$ cat config.mk
export PLATFORM = sky130hd
export DESIGN_NAME = framed_command_receiver_unit
export DESIGN_NICKNAME = d
export VERILOG_FILES = /design/src/rtl/fcr_pkg.sv /design/src/rtl/fcr_cfg_regs.sv /design/src/rtl/fcr_parser.sv /design/src/rtl/fcr_out_buf.sv /design/src/rtl/framed_command_receiver_unit.sv
export SDC_FILE = /design/constraint.sdc
export NUM_CORES = 1
export LEC_CHECK = 0
export ABC_AREA = 1
export BUFFER_PORTS_ARGS = -buffer_cell sky130_fd_sc_hd__buf_2
export CAP_MARGIN = 20
export CORE_ASPECT_RATIO = 0.8
export CORE_MARGIN = 2
export CORE_UTILIZATION = 35
export CTS_BUF_LIST = sky130_fd_sc_hd__clkbuf_8
export CTS_CLUSTER_SIZE = 40
export DETAILED_ROUTE_END_ITERATION = 10
export GPL_TIMING_DRIVEN = 0
export PLACE_DENSITY = 0.6
export SLEW_MARGIN = 30
export SYNTH_ARGS = -nofsm -noshare
export SYNTH_HDL_FRONTEND = slang
export SYNTH_SLANG_ARGS = --single-unit
$ cat constraint.sdc
create_clock -name clk -period 4.3 [get_ports clk]
set_clock_uncertainty 0.15 [all_clocks]
set_input_delay 0 -clock clk [delete_from_list [all_inputs] [get_ports clk]]
set_output_delay 0 -clock clk [all_outputs]
set_load 0.01 [all_outputs]
$ cat src/rtl/fcr_pkg.sv
// Package for the framed command receiver: parse phases, status codes,
// configuration and result structures, register indexes and reset values.
// No dependencies.
package fcr_pkg;

  localparam int unsigned BYTE_W     = 8;
  localparam int unsigned CFG_IDX_W  = 3;
  localparam int unsigned LEN_OUT_W  = 6;
  localparam int unsigned DEPTH_W    = 16;
  localparam int unsigned OUT_DATA_W = 48;
  localparam int unsigned KEEP_BYTES = 3;

  // register indexes on the configuration port
  localparam logic [CFG_IDX_W-1:0] REG_HEADER_HIGH = 3'd0;
  localparam logic [CFG_IDX_W-1:0] REG_HEADER_LOW  = 3'd1;
  localparam logic [CFG_IDX_W-1:0] REG_TAIL_HIGH   = 3'd2;
  localparam logic [CFG_IDX_W-1:0] REG_TAIL_LOW    = 3'd3;
  localparam logic [CFG_IDX_W-1:0] REG_SET_TYPE    = 3'd4;
  localparam logic [CFG_IDX_W-1:0] REG_ACQ_TYPE    = 3'd5;

  localparam logic [BYTE_W-1:0] RST_HEADER_HIGH = 8'hAA;
  localparam logic [BYTE_W-1:0] RST_HEADER_LOW  = 8'h55;
  localparam logic [BYTE_W-1:0] RST_TAIL_HIGH   = 8'h55;
  localparam logic [BYTE_W-1:0] RST_TAIL_LOW    = 8'hAA;
  localparam logic [BYTE_W-1:0] RST_SET_TYPE    = 8'h01;
  localparam logic [BYTE_W-1:0] RST_ACQ_TYPE    = 8'h02;

  // payload sizes demanded by the two command types
  localparam logic [BYTE_W-1:0] SET_CFG_LEN = 8'd3;
  localparam logic [BYTE_W-1:0] ACQ_LEN     = 8'd0;

  typedef enum logic [3:0] {
    PH_HDR_H,
    PH_HDR_L,
    PH_LEN_L,
    PH_LEN_H,
    PH_TYPE,
    PH_PAYLOAD,
    PH_CHK_L,
    PH_CHK_H,
    PH_TAIL_H,
    PH_TAIL_L
  } phase_t;

  typedef enum logic [2:0] {
    ST_SET     = 3'd0,
    ST_ACQ     = 3'd1,
    ST_UNKNOWN = 3'd2,
    ST_BADLEN  = 3'd3,
    ST_TOOLONG = 3'd4,
    ST_CHECK   = 3'd5,
    ST_TAIL    = 3'd6
  } status_t;

  typedef struct packed {
    logic [BYTE_W-1:0] header_high;
    logic [BYTE_W-1:0] header_low;
    logic [BYTE_W-1:0] tail_high;
    logic [BYTE_W-1:0] tail_low;
    logic [BYTE_W-1:0] set_config_type;
    logic [BYTE_W-1:0] acquire_config_type;
  } cfg_t;

  typedef struct packed {
    logic [DEPTH_W-1:0]   acq_depth;
    logic [BYTE_W-1:0]    scan_rate;
    logic [LEN_OUT_W-1:0] payload_length;
    logic [BYTE_W-1:0]    frame_type;
    status_t              status;
  } res_t;

endpackage

$ cat src/rtl/fcr_cfg_regs.sv
// Configuration register file of the framed command receiver.
// Depends on fcr_pkg for register indexes, reset values and cfg_t.
module fcr_cfg_regs (
  input  logic                           clk,
  input  logic                           rst,
  input  logic                           wr_en,
  input  logic [fcr_pkg::CFG_IDX_W-1:0]  wr_index,
  input  logic [fcr_pkg::BYTE_W-1:0]     wr_data,
  output fcr_pkg::cfg_t                  cfg
);

  fcr_pkg::cfg_t regs;

  always_ff @(posedge clk) begin
    if (rst) begin
      regs.header_high         <= fcr_pkg::RST_HEADER_HIGH;
      regs.header_low          <= fcr_pkg::RST_HEADER_LOW;
      regs.tail_high           <= fcr_pkg::RST_TAIL_HIGH;
      regs.tail_low            <= fcr_pkg::RST_TAIL_LOW;
      regs.set_config_type     <= fcr_pkg::RST_SET_TYPE;
      regs.acquire_config_type <= fcr_pkg::RST_ACQ_TYPE;
    end else if (wr_en) begin
      case (wr_index)
        fcr_pkg::REG_HEADER_HIGH: regs.header_high         <= wr_data;
        fcr_pkg::REG_HEADER_LOW:  regs.header_low          <= wr_data;
        fcr_pkg::REG_TAIL_HIGH:   regs.tail_high           <= wr_data;
        fcr_pkg::REG_TAIL_LOW:    regs.tail_low            <= wr_data;
        fcr_pkg::REG_SET_TYPE:    regs.set_config_type     <= wr_data;
        fcr_pkg::REG_ACQ_TYPE:    regs.acquire_config_type <= wr_data;
        default: ;
      endcase
    end
  end

  assign cfg = regs;

endmodule

$ cat src/rtl/fcr_parser.sv
// Byte-wise frame parser: header hunt, length, type, payload, check, tail.
// Depends on fcr_pkg; produces at most one result per accepted byte.
module fcr_parser #(
  parameter int unsigned MAX_PAYLOAD = 32
) (
  input  logic                       clk,
  input  logic                       rst,
  input  logic                       accept,
  input  logic [fcr_pkg::BYTE_W-1:0] rx_byte,
  input  fcr_pkg::cfg_t              cfg,
  output logic                       res_valid,
  output fcr_pkg::res_t              res
);

  localparam int unsigned IDX_W = $clog2(MAX_PAYLOAD + 1);
  localparam logic [fcr_pkg::BYTE_W-1:0] MAX_LEN = fcr_pkg::BYTE_W'(MAX_PAYLOAD);
  localparam logic [IDX_W-1:0] KEEP_IDX = IDX_W'(fcr_pkg::KEEP_BYTES);

  fcr_pkg::phase_t phase, phase_next;
  logic [fcr_pkg::BYTE_W-1:0] frame_length, frame_length_next;
  logic [IDX_W-1:0]           payload_index, payload_index_next;
  logic [fcr_pkg::BYTE_W-1:0] running_check, running_check_next;
  logic [fcr_pkg::BYTE_W-1:0] check_low_byte, check_low_byte_next;
  logic [fcr_pkg::BYTE_W-1:0] type_byte, type_byte_next;
  logic [fcr_pkg::BYTE_W-1:0] first_payload_bytes [fcr_pkg::KEEP_BYTES];

  logic                       emit;
  logic                       restart;
  logic [IDX_W-1:0]           idx_inc;
  fcr_pkg::res_t              res_c;

  assign idx_inc = payload_index + IDX_W'(1);

  always_comb begin
    phase_next          = phase;
    frame_length_next   = frame_length;
    payload_index_next  = payload_index;
    running_check_next  = running_check;
    check_low_byte_next = check_low_byte;
    type_byte_next      = type_byte;
    emit                = 1'b0;
    restart             = 1'b0;
    res_c               = '0;
    res_c.frame_type     = type_byte;
    res_c.payload_length = frame_length[fcr_pkg::LEN_OUT_W-1:0];

    case (phase)
      fcr_pkg::PH_HDR_H: begin
        if (rx_byte == cfg.header_high) phase_next = fcr_pkg::PH_HDR_L;
      end
      fcr_pkg::PH_HDR_L: begin
        // a repeated high header byte keeps the sync
        if (rx_byte == cfg.header_low) phase_next = fcr_pkg::PH_LEN_L;
        else if (rx_byte != cfg.header_high) phase_next = fcr_pkg::PH_HDR_H;
      end
      fcr_pkg::PH_LEN_L: begin
        frame_length_next  = rx_byte;
        running_check_next = rx_byte;
        phase_next         = fcr_pkg::PH_LEN_H;
      end
      fcr_pkg::PH_LEN_H: begin
        if (rx_byte != '0 || frame_length > MAX_LEN) begin
          emit                 = 1'b1;
          restart              = 1'b1;
          res_c.status         = fcr_pkg::ST_TOOLONG;
          res_c.frame_type     = '0;
          res_c.payload_length = '0;
        end else begin
          running_check_next = running_check ^ rx_byte;
          payload_index_next = '0;
          phase_next         = fcr_pkg::PH_TYPE;
        end
      end
      fcr_pkg::PH_TYPE: begin
        type_byte_next     = rx_byte;
        running_check_next = running_check ^ rx_byte;
        phase_next = (frame_length == '0) ? fcr_pkg::PH_CHK_L : fcr_pkg::PH_PAYLOAD;
      end
      fcr_pkg::PH_PAYLOAD: begin
        payload_index_next = idx_inc;
        running_check_next = running_check ^ rx_byte;
        if (fcr_pkg::BYTE_W'(idx_inc) >= frame_length) phase_next = fcr_pkg::PH_CHK_L;
      end
      fcr_pkg::PH_CHK_L: begin
        check_low_byte_next = rx_byte;
        phase_next          = fcr_pkg::PH_CHK_H;
      end
      fcr_pkg::PH_CHK_H: begin
        if (rx_byte == '0 && check_low_byte == running_check) begin
          phase_next = fcr_pkg::PH_TAIL_H;
        end else begin
          emit         = 1'b1;
          restart      = 1'b1;
          res_c.status = fcr_pkg::ST_CHECK;
        end
      end
      fcr_pkg::PH_TAIL_H: begin
        if (rx_byte == cfg.tail_high) begin
          phase_next = fcr_pkg::PH_TAIL_L;
        end else begin
          emit         = 1'b1;
          restart      = 1'b1;
          res_c.status = fcr_pkg::ST_TAIL;
        end
      end
      fcr_pkg::PH_TAIL_L: begin
        emit    = 1'b1;
        restart = 1'b1;
        if (rx_byte != cfg.tail_low) begin
          res_c.status = fcr_pkg::ST_TAIL;
        end else if (type_byte == cfg.set_config_type) begin
          if (frame_length != fcr_pkg::SET_CFG_LEN) begin
            res_c.status = fcr_pkg::ST_BADLEN;
          end else begin
            res_c.status    = fcr_pkg::ST_SET;
            res_c.scan_rate = first_payload_bytes[0];
            res_c.acq_depth = {first_payload_bytes[2], first_payload_bytes[1]};
          end
        end else if (type_byte == cfg.acquire_config_type) begin
          res_c.status = (frame_length != fcr_pkg::ACQ_LEN) ? fcr_pkg::ST_BADLEN
                                                             : fcr_pkg::ST_ACQ;
        end else begin
          res_c.status = fcr_pkg::ST_UNKNOWN;
        end
      end
      default: begin
        restart = 1'b1;
      end
    endcase

    if (restart) begin
      phase_next         = fcr_pkg::PH_HDR_H;
      frame_length_next  = '0;
      payload_index_next = '0;
      running_check_next = '0;
      type_byte_next     = '0;
    end
  end

  always_ff @(posedge clk) begin
    if (rst) begin
      phase          <= fcr_pkg::PH_HDR_H;
      frame_length   <= '0;
      payload_index  <= '0;
      running_check  <= '0;
      check_low_byte <= '0;
      type_byte      <= '0;
    end else if (accept) begin
      phase          <= phase_next;
      frame_length   <= frame_length_next;
      payload_index  <= payload_index_next;
      running_check  <= running_check_next;
      check_low_byte <= check_low_byte_next;
      type_byte      <= type_byte_next;
    end
  end

  // keep only the leading payload bytes
  always_ff @(posedge clk) begin
    if (accept && phase == fcr_pkg::PH_PAYLOAD && payload_index < KEEP_IDX) begin
      first_payload_bytes[payload_index[1:0]] <= rx_byte;
    end
  end

  assign res_valid = accept & emit;
  assign res       = res_c;

endmodule

$ cat src/rtl/fcr_out_buf.sv
// Result register with a skid stage so the parser keeps taking bytes while a
// result waits on the output. Depends on fcr_pkg for res_t.
module fcr_out_buf (
  input  logic                               clk,
  input  logic                               rst,
  input  logic                               in_valid,
  input  fcr_pkg::res_t                      in_res,
  output logic                               in_ready,
  output logic                               out_valid,
  input  logic                               out_ready,
  output logic [fcr_pkg::OUT_DATA_W-1:0]     out_data
);

  localparam int unsigned PAD_W = fcr_pkg::OUT_DATA_W - $bits(fcr_pkg::res_t);

  logic          out_full;
  fcr_pkg::res_t out_res;
  logic          skid_full;
  fcr_pkg::res_t skid_res;
  logic          take;

  assign in_ready = ~skid_full;
  assign take     = in_valid & ~skid_full;

  always_ff @(posedge clk) begin
    if (rst) begin
      out_full  <= 1'b0;
      skid_full <= 1'b0;
    end else if (!out_full || out_ready) begin
      // output register free this cycle: drain the skid stage first
      if (skid_full) begin
        out_full  <= 1'b1;
        skid_full <= 1'b0;
      end else begin
        out_full <= take;
      end
    end else if (take) begin
      skid_full <= 1'b1;
    end
  end

  always_ff @(posedge clk) begin
    if (!out_full || out_ready) begin
      out_res <= skid_full ? skid_res : in_res;
    end else if (take) begin
      skid_res <= in_res;
    end
  end

  assign out_valid = out_full;
  assign out_data  = {{PAD_W{1'b0}}, out_res};

endmodule

$ cat src/rtl/framed_command_receiver_unit.sv
// Framed command receiver. Takes one received byte per beat on s_* and parses
// frames: header_high, header_low, 16-bit little-endian length, type, payload,
// 16-bit little-endian XOR check, tail_high, tail_low. One status beat leaves
// on m_* when a frame ends or is aborted; header hunting gives none. A byte is
// taken every clock while s_tready is high; parse state updates per accepted
// byte and its result is registered in the output or skid stage. A skid
// stage behind the output register lets the input keep flowing for one more
// result while m_tready is low, so throughput is one byte per clock whenever
// the output side takes results as they come. There is no clearing pass after
// reset. Write configuration only while the block is idle.
// Depends on fcr_pkg, fcr_cfg_regs, fcr_parser and fcr_out_buf.
module framed_command_receiver_unit #(
  parameter int unsigned MAX_PAYLOAD = 32
) (
  input  logic                               clk,
  input  logic                               rst,
  input  logic                               s_tvalid,
  output logic                               s_tready,
  input  logic [7:0]                         s_tdata,   // [7:0] rx_byte
  output logic                               m_tvalid,
  input  logic                               m_tready,
  // [2:0] status, [10:3] frame_type, [16:11] payload_length,
  // [24:17] scan_rate, [40:25] acq_depth, [47:41] zero
  output logic [fcr_pkg::OUT_DATA_W-1:0]     m_tdata,
  input  logic                               cfg_valid,
  output logic                               cfg_ready,
  input  logic [fcr_pkg::CFG_IDX_W-1:0]      cfg_index,
  input  logic [fcr_pkg::BYTE_W-1:0]         cfg_data
);

  fcr_pkg::cfg_t cfg;
  fcr_pkg::res_t res;
  logic          res_valid;
  logic          accept;

  assign cfg_ready = 1'b1;
  assign accept    = s_tvalid & s_tready;

  fcr_cfg_regs u_cfg (
    .clk      (clk),
    .rst      (rst),
    .wr_en    (cfg_valid),
    .wr_index (cfg_index),
    .wr_data  (cfg_data),
    .cfg      (cfg)
  );

  fcr_parser #(
    .MAX_PAYLOAD (MAX_PAYLOAD)
  ) u_parser (
    .clk       (clk),
    .rst       (rst),
    .accept    (accept),
    .rx_byte   (s_tdata),
    .cfg       (cfg),
    .res_valid (res_valid),
    .res       (res)
  );

  fcr_out_buf u_out (
    .clk       (clk),
    .rst       (rst),
    .in_valid  (res_valid),
    .in_res    (res),
    .in_ready  (s_tready),
    .out_valid (m_tvalid),
    .out_ready (m_tready),
    .out_data  (m_tdata)
  );

endmodule
==> results_dict.tcl <==
set metrics [dict create \
    layout_commonest_cell "nor2_1" \
    gp_congestion 0.874 \
    hp-class "input pin to flop" \
    p_sw_share_pct 27.4 \
    crit_required_ps 4250 \
    antenna_cells 0 \
    start_util_pct 35.3 \
    crit_cells 6 \
    clock_path_buffers 2 \
    r2r_setup_slack_ps 1430 \
    drt-total-wl_mm 21.9 \
    clock_latency_ps 470 \
    htreeDepth 4 \
    grt_usage_pct 16.4 \
    hold_violations 0 \
    first_pass_iters 5 \
    cts_resized 0 \
    ant_nets 0 \
    multi_input_area_um2 3510 \
    crit_path_max_incr_delay_ps 670 \
    numCtsBuffers 17 \
    num-fill-cells 2629 \
    wl_met3_mm 1.20 \
    path_cells "inv_2 > nand2_1 > clkinv_1 > clkbuf_1 > nand4_1 > nor2_1" \
    grt_pass1_wl_mm 34.8 \
    crit_family "simple AND/OR/NAND/NOR gates" \
    final_max_slew_viol_count 0 \
    wl_met2_mm 9.73 \
    grt_overflow 0 \
    dp.cells 1484 \
    slew_headroom_pct 44.7 \
    via_count 7064 \
    cts_tree "built" \
    p_comb_share_pct 10.3 \
    most-common-layout-cells "197 x nor2_1, 196 x nand2_1, 106 x edfxtp_1" \
    hp-start "m_tready" \
    dieHeight_um 149 \
    drive_above_1_share_pct 15.3 \
    worstSetupPathType "flop to flop" \
    portBuffers 66 \
    route.detailed.drc 0 \
    drt_iter0_markers 492 \
    critPathCaptureType "flop" \
    startpoint "u_out.skid_full" \
    synth_seq_area_share_pct 54.7 \
    grt_max_degree 45 \
    hold_buffers 30 \
    met1Wirelength_mm 10.7 \
    maxCapViolations 0 \
    status "finished, final reports clean" \
    setup_viol 0 \
    crit_fanout 10 \
    ys_types 39 \
    detail_route.wl_per_cell_um 14.2 \
    cellPowerDensity_nw_per_um2 332 \
    r2r_start "u_out.skid_full" \
    netlist_area_um2 9190 \
    cts_setup_buffers 0 \
    synthCells 1054 \
    dp_hpwl_mm 15.8 \
    antenna_found_initial 0 \
    clk_pin_slew_worst_paths_ps 100 \
    fin_crit_sh_pct 66.9 \
    max_freq_mhz 348 \
    dieArea_um2 27600 \
    die_x_um 185 \
    worst_slew_pin_slew_ps 827 \
    rows 53 \
    vdd_drop_max_uv 183 \
    r2r_cells 6 \
    netSwitchingPower_uw 975 \
    hold_path_depth 4 \
    top_layer_used "met4" \
    synth-seq-cells 198 \
    fin_cells 1546 \
    grt_pass1_vias 6425 \
    pin_count 75 \
    area_growth_pct 16.5 \
    coreArea_um2 26100 \
    pwr-share-clk_pct 32.1 \
    synth_edf_count 106 \
    ys_async_sr_fraction_pct 0 \
    avgSynthCellArea_um2 8.72 \
    sequentialPowerShare_pct 57.6 \
    period_minus_slack_ps 2870 \
    final_nets 1210 \
    detail_route.vias_per_cell 4.57 \
    cp_slowest_cell "nor2_1" \
    dpl-instance-area_um2 10000 \
    ys.flop_type "edfxtp_1" \
    cts_root_buf "clkbuf_8" \
    worst_ep_arrival_time_ps 2820 \
    regArea_um2 5020 \
    clock_sinks 198 \
    path_buf_inv 3 \
    rsz0062_at_grt "no" \
    start_kind "flop" \
    final_area_um2 10700 \
    p_leak_uw 0.00493 \
    synth_warnings 0 \
    p_int_uw 2580 \
]
==> area by class of cell <==
cell class                 instances  share of cell area (%)
clock buffer                      17                    2.19
inverter                         109                    3.83
tap                              357                    4.17
sequential                       198                    46.9
buffer                            44                    2.58
timing repair buffer              97                    6.15
multi-input combinational        709                    32.8
clock inverter                    15                    1.32
==> synth_stat cells, types with 3 or more instances <==
| cell | instances | area, µm² |
|---|---|---|
| nor3_1 | 6 | 30.0 |
| clkbuf_1 | 19 | 71.3 |
| xor2_1 | 22 | 193 |
| buf_6 | 7 | 78.8 |
| nand2_1 | 197 | 739 |
| nand3_1 | 68 | 340 |
| nand4_1 | 10 | 62.6 |
| nand2_2 | 10 | 62.6 |
| nand3_2 | 3 | 30.0 |
| o21ai_0 | 40 | 200 |
| nor2_2 | 7 | 43.8 |
| nor2_1 | 198 | 743 |
| or2_2 | 7 | 43.8 |
| a31oi_1 | 3 | 18.8 |
| o211ai_1 | 4 | 30.0 |
| inv_1 | 95 | 357 |
| nand3b_1 | 5 | 37.5 |
| buf_4 | 11 | 82.6 |
| ha_1 | 10 | 125 |
| xnor2_1 | 23 | 201 |
| o21ai_1 | 17 | 85.1 |
| a21oi_1 | 48 | 240 |
| edfxtp_1 | 106 | 3180 |
| nor2_4 | 8 | 90.1 |
| dfxtp_1 | 92 | 1840 |
| buf_2 | 5 | 25.0 |
| inv_2 | 11 | 41.3 |
| nor3_2 | 6 | 60.1 |
==> registers in the layout, indices dropped and copies added (netlist names) <==
register / count
u_parser.first_payload_bytes: 24
u_parser.frame_length: 8
u_cfg.cfg: 48
u_parser.type_byte: 8
u_parser.phase: 4
u_out.out_valid: 1
u_out.skid_full: 1
u_out.out_data: 41
u_parser.running_check: 8
u_parser.check_low_byte: 8
u_out.skid_res: 41
u_parser.payload_index: 6
==> worst paths after layout <==
check	end
max reg2reg	u_parser.first_payload_bytes[2][0]
max	u_parser.first_payload_bytes[2][0]
min	u_out.skid_full
min reg2reg	u_cfg.cfg[16]
==> power by group through the flow <==
stage | clock (µW) | sequential [µW] | combinational, µW
finish | 1140 | 2050 | 365
global route | 1260 | 2060 | 410
CTS | 1180 | 2050 | 363
detailed placement | 0 | 2090 | 343
global placement | 0 | 2090 | 340
floorplan | 0 | 2090 | 238
==> worst register-to-register path: stages (launching register included) <==
cell and delay, ps:
dfxtp_1 380, inv_2 170, nand2_1 140, clkinv_1 250, clkbuf_1 500, nand4_1 230
nor2_1 670
==> metal layers <==
| metal | track usage [%] | vias up |
|---|---|---|
| met5 | 0 | - |
| met4 | 3.97 | 0 |
| met3 | 3.15 | 22 |
| met2 | 25.1 | 177 |
| met1 | 24.0 | 3237 |
| li1 | - | 3628 |
==> cells by family (layout without fill, tap and decap cells) <==
kind of cell               after synthesis  in the layout  synth area share, %
adders and majority gates               10             10                 1.36
xor gates and xnor gates                45             45                 4.29
other                                    2              8               0.0817
AOI/OAI and AO/OA                      116            116                 6.63
buffers and inverters                  153            282                 7.48
and+or+nand+nor                        530            530                 25.5
DFF                                    198            198                 54.7
==> per-stage QoR <==
| stage | hold slack [ps] | power (µW) | setup slack, ps | utilization (%) | setup TNS, ps |
|---|---|---|---|---|---|
| finish | 71.7 | 3560 | 1430 | 41.1 | 0 |
| global route | 113 | 3720 | 1210 | 41.1 | 0 |
| CTS | 76.9 | 3590 | 1420 | 41.1 | 0 |
| detailed placement | 117 | 2440 | 1440 | 38.5 | 0 |
| global placement | 116 | 2430 | -806 | 38.3 | -32950 |
| floorplan | -80.9 | 2330 | 511 | - | 0 |
(Power assumes the default switching activity.)
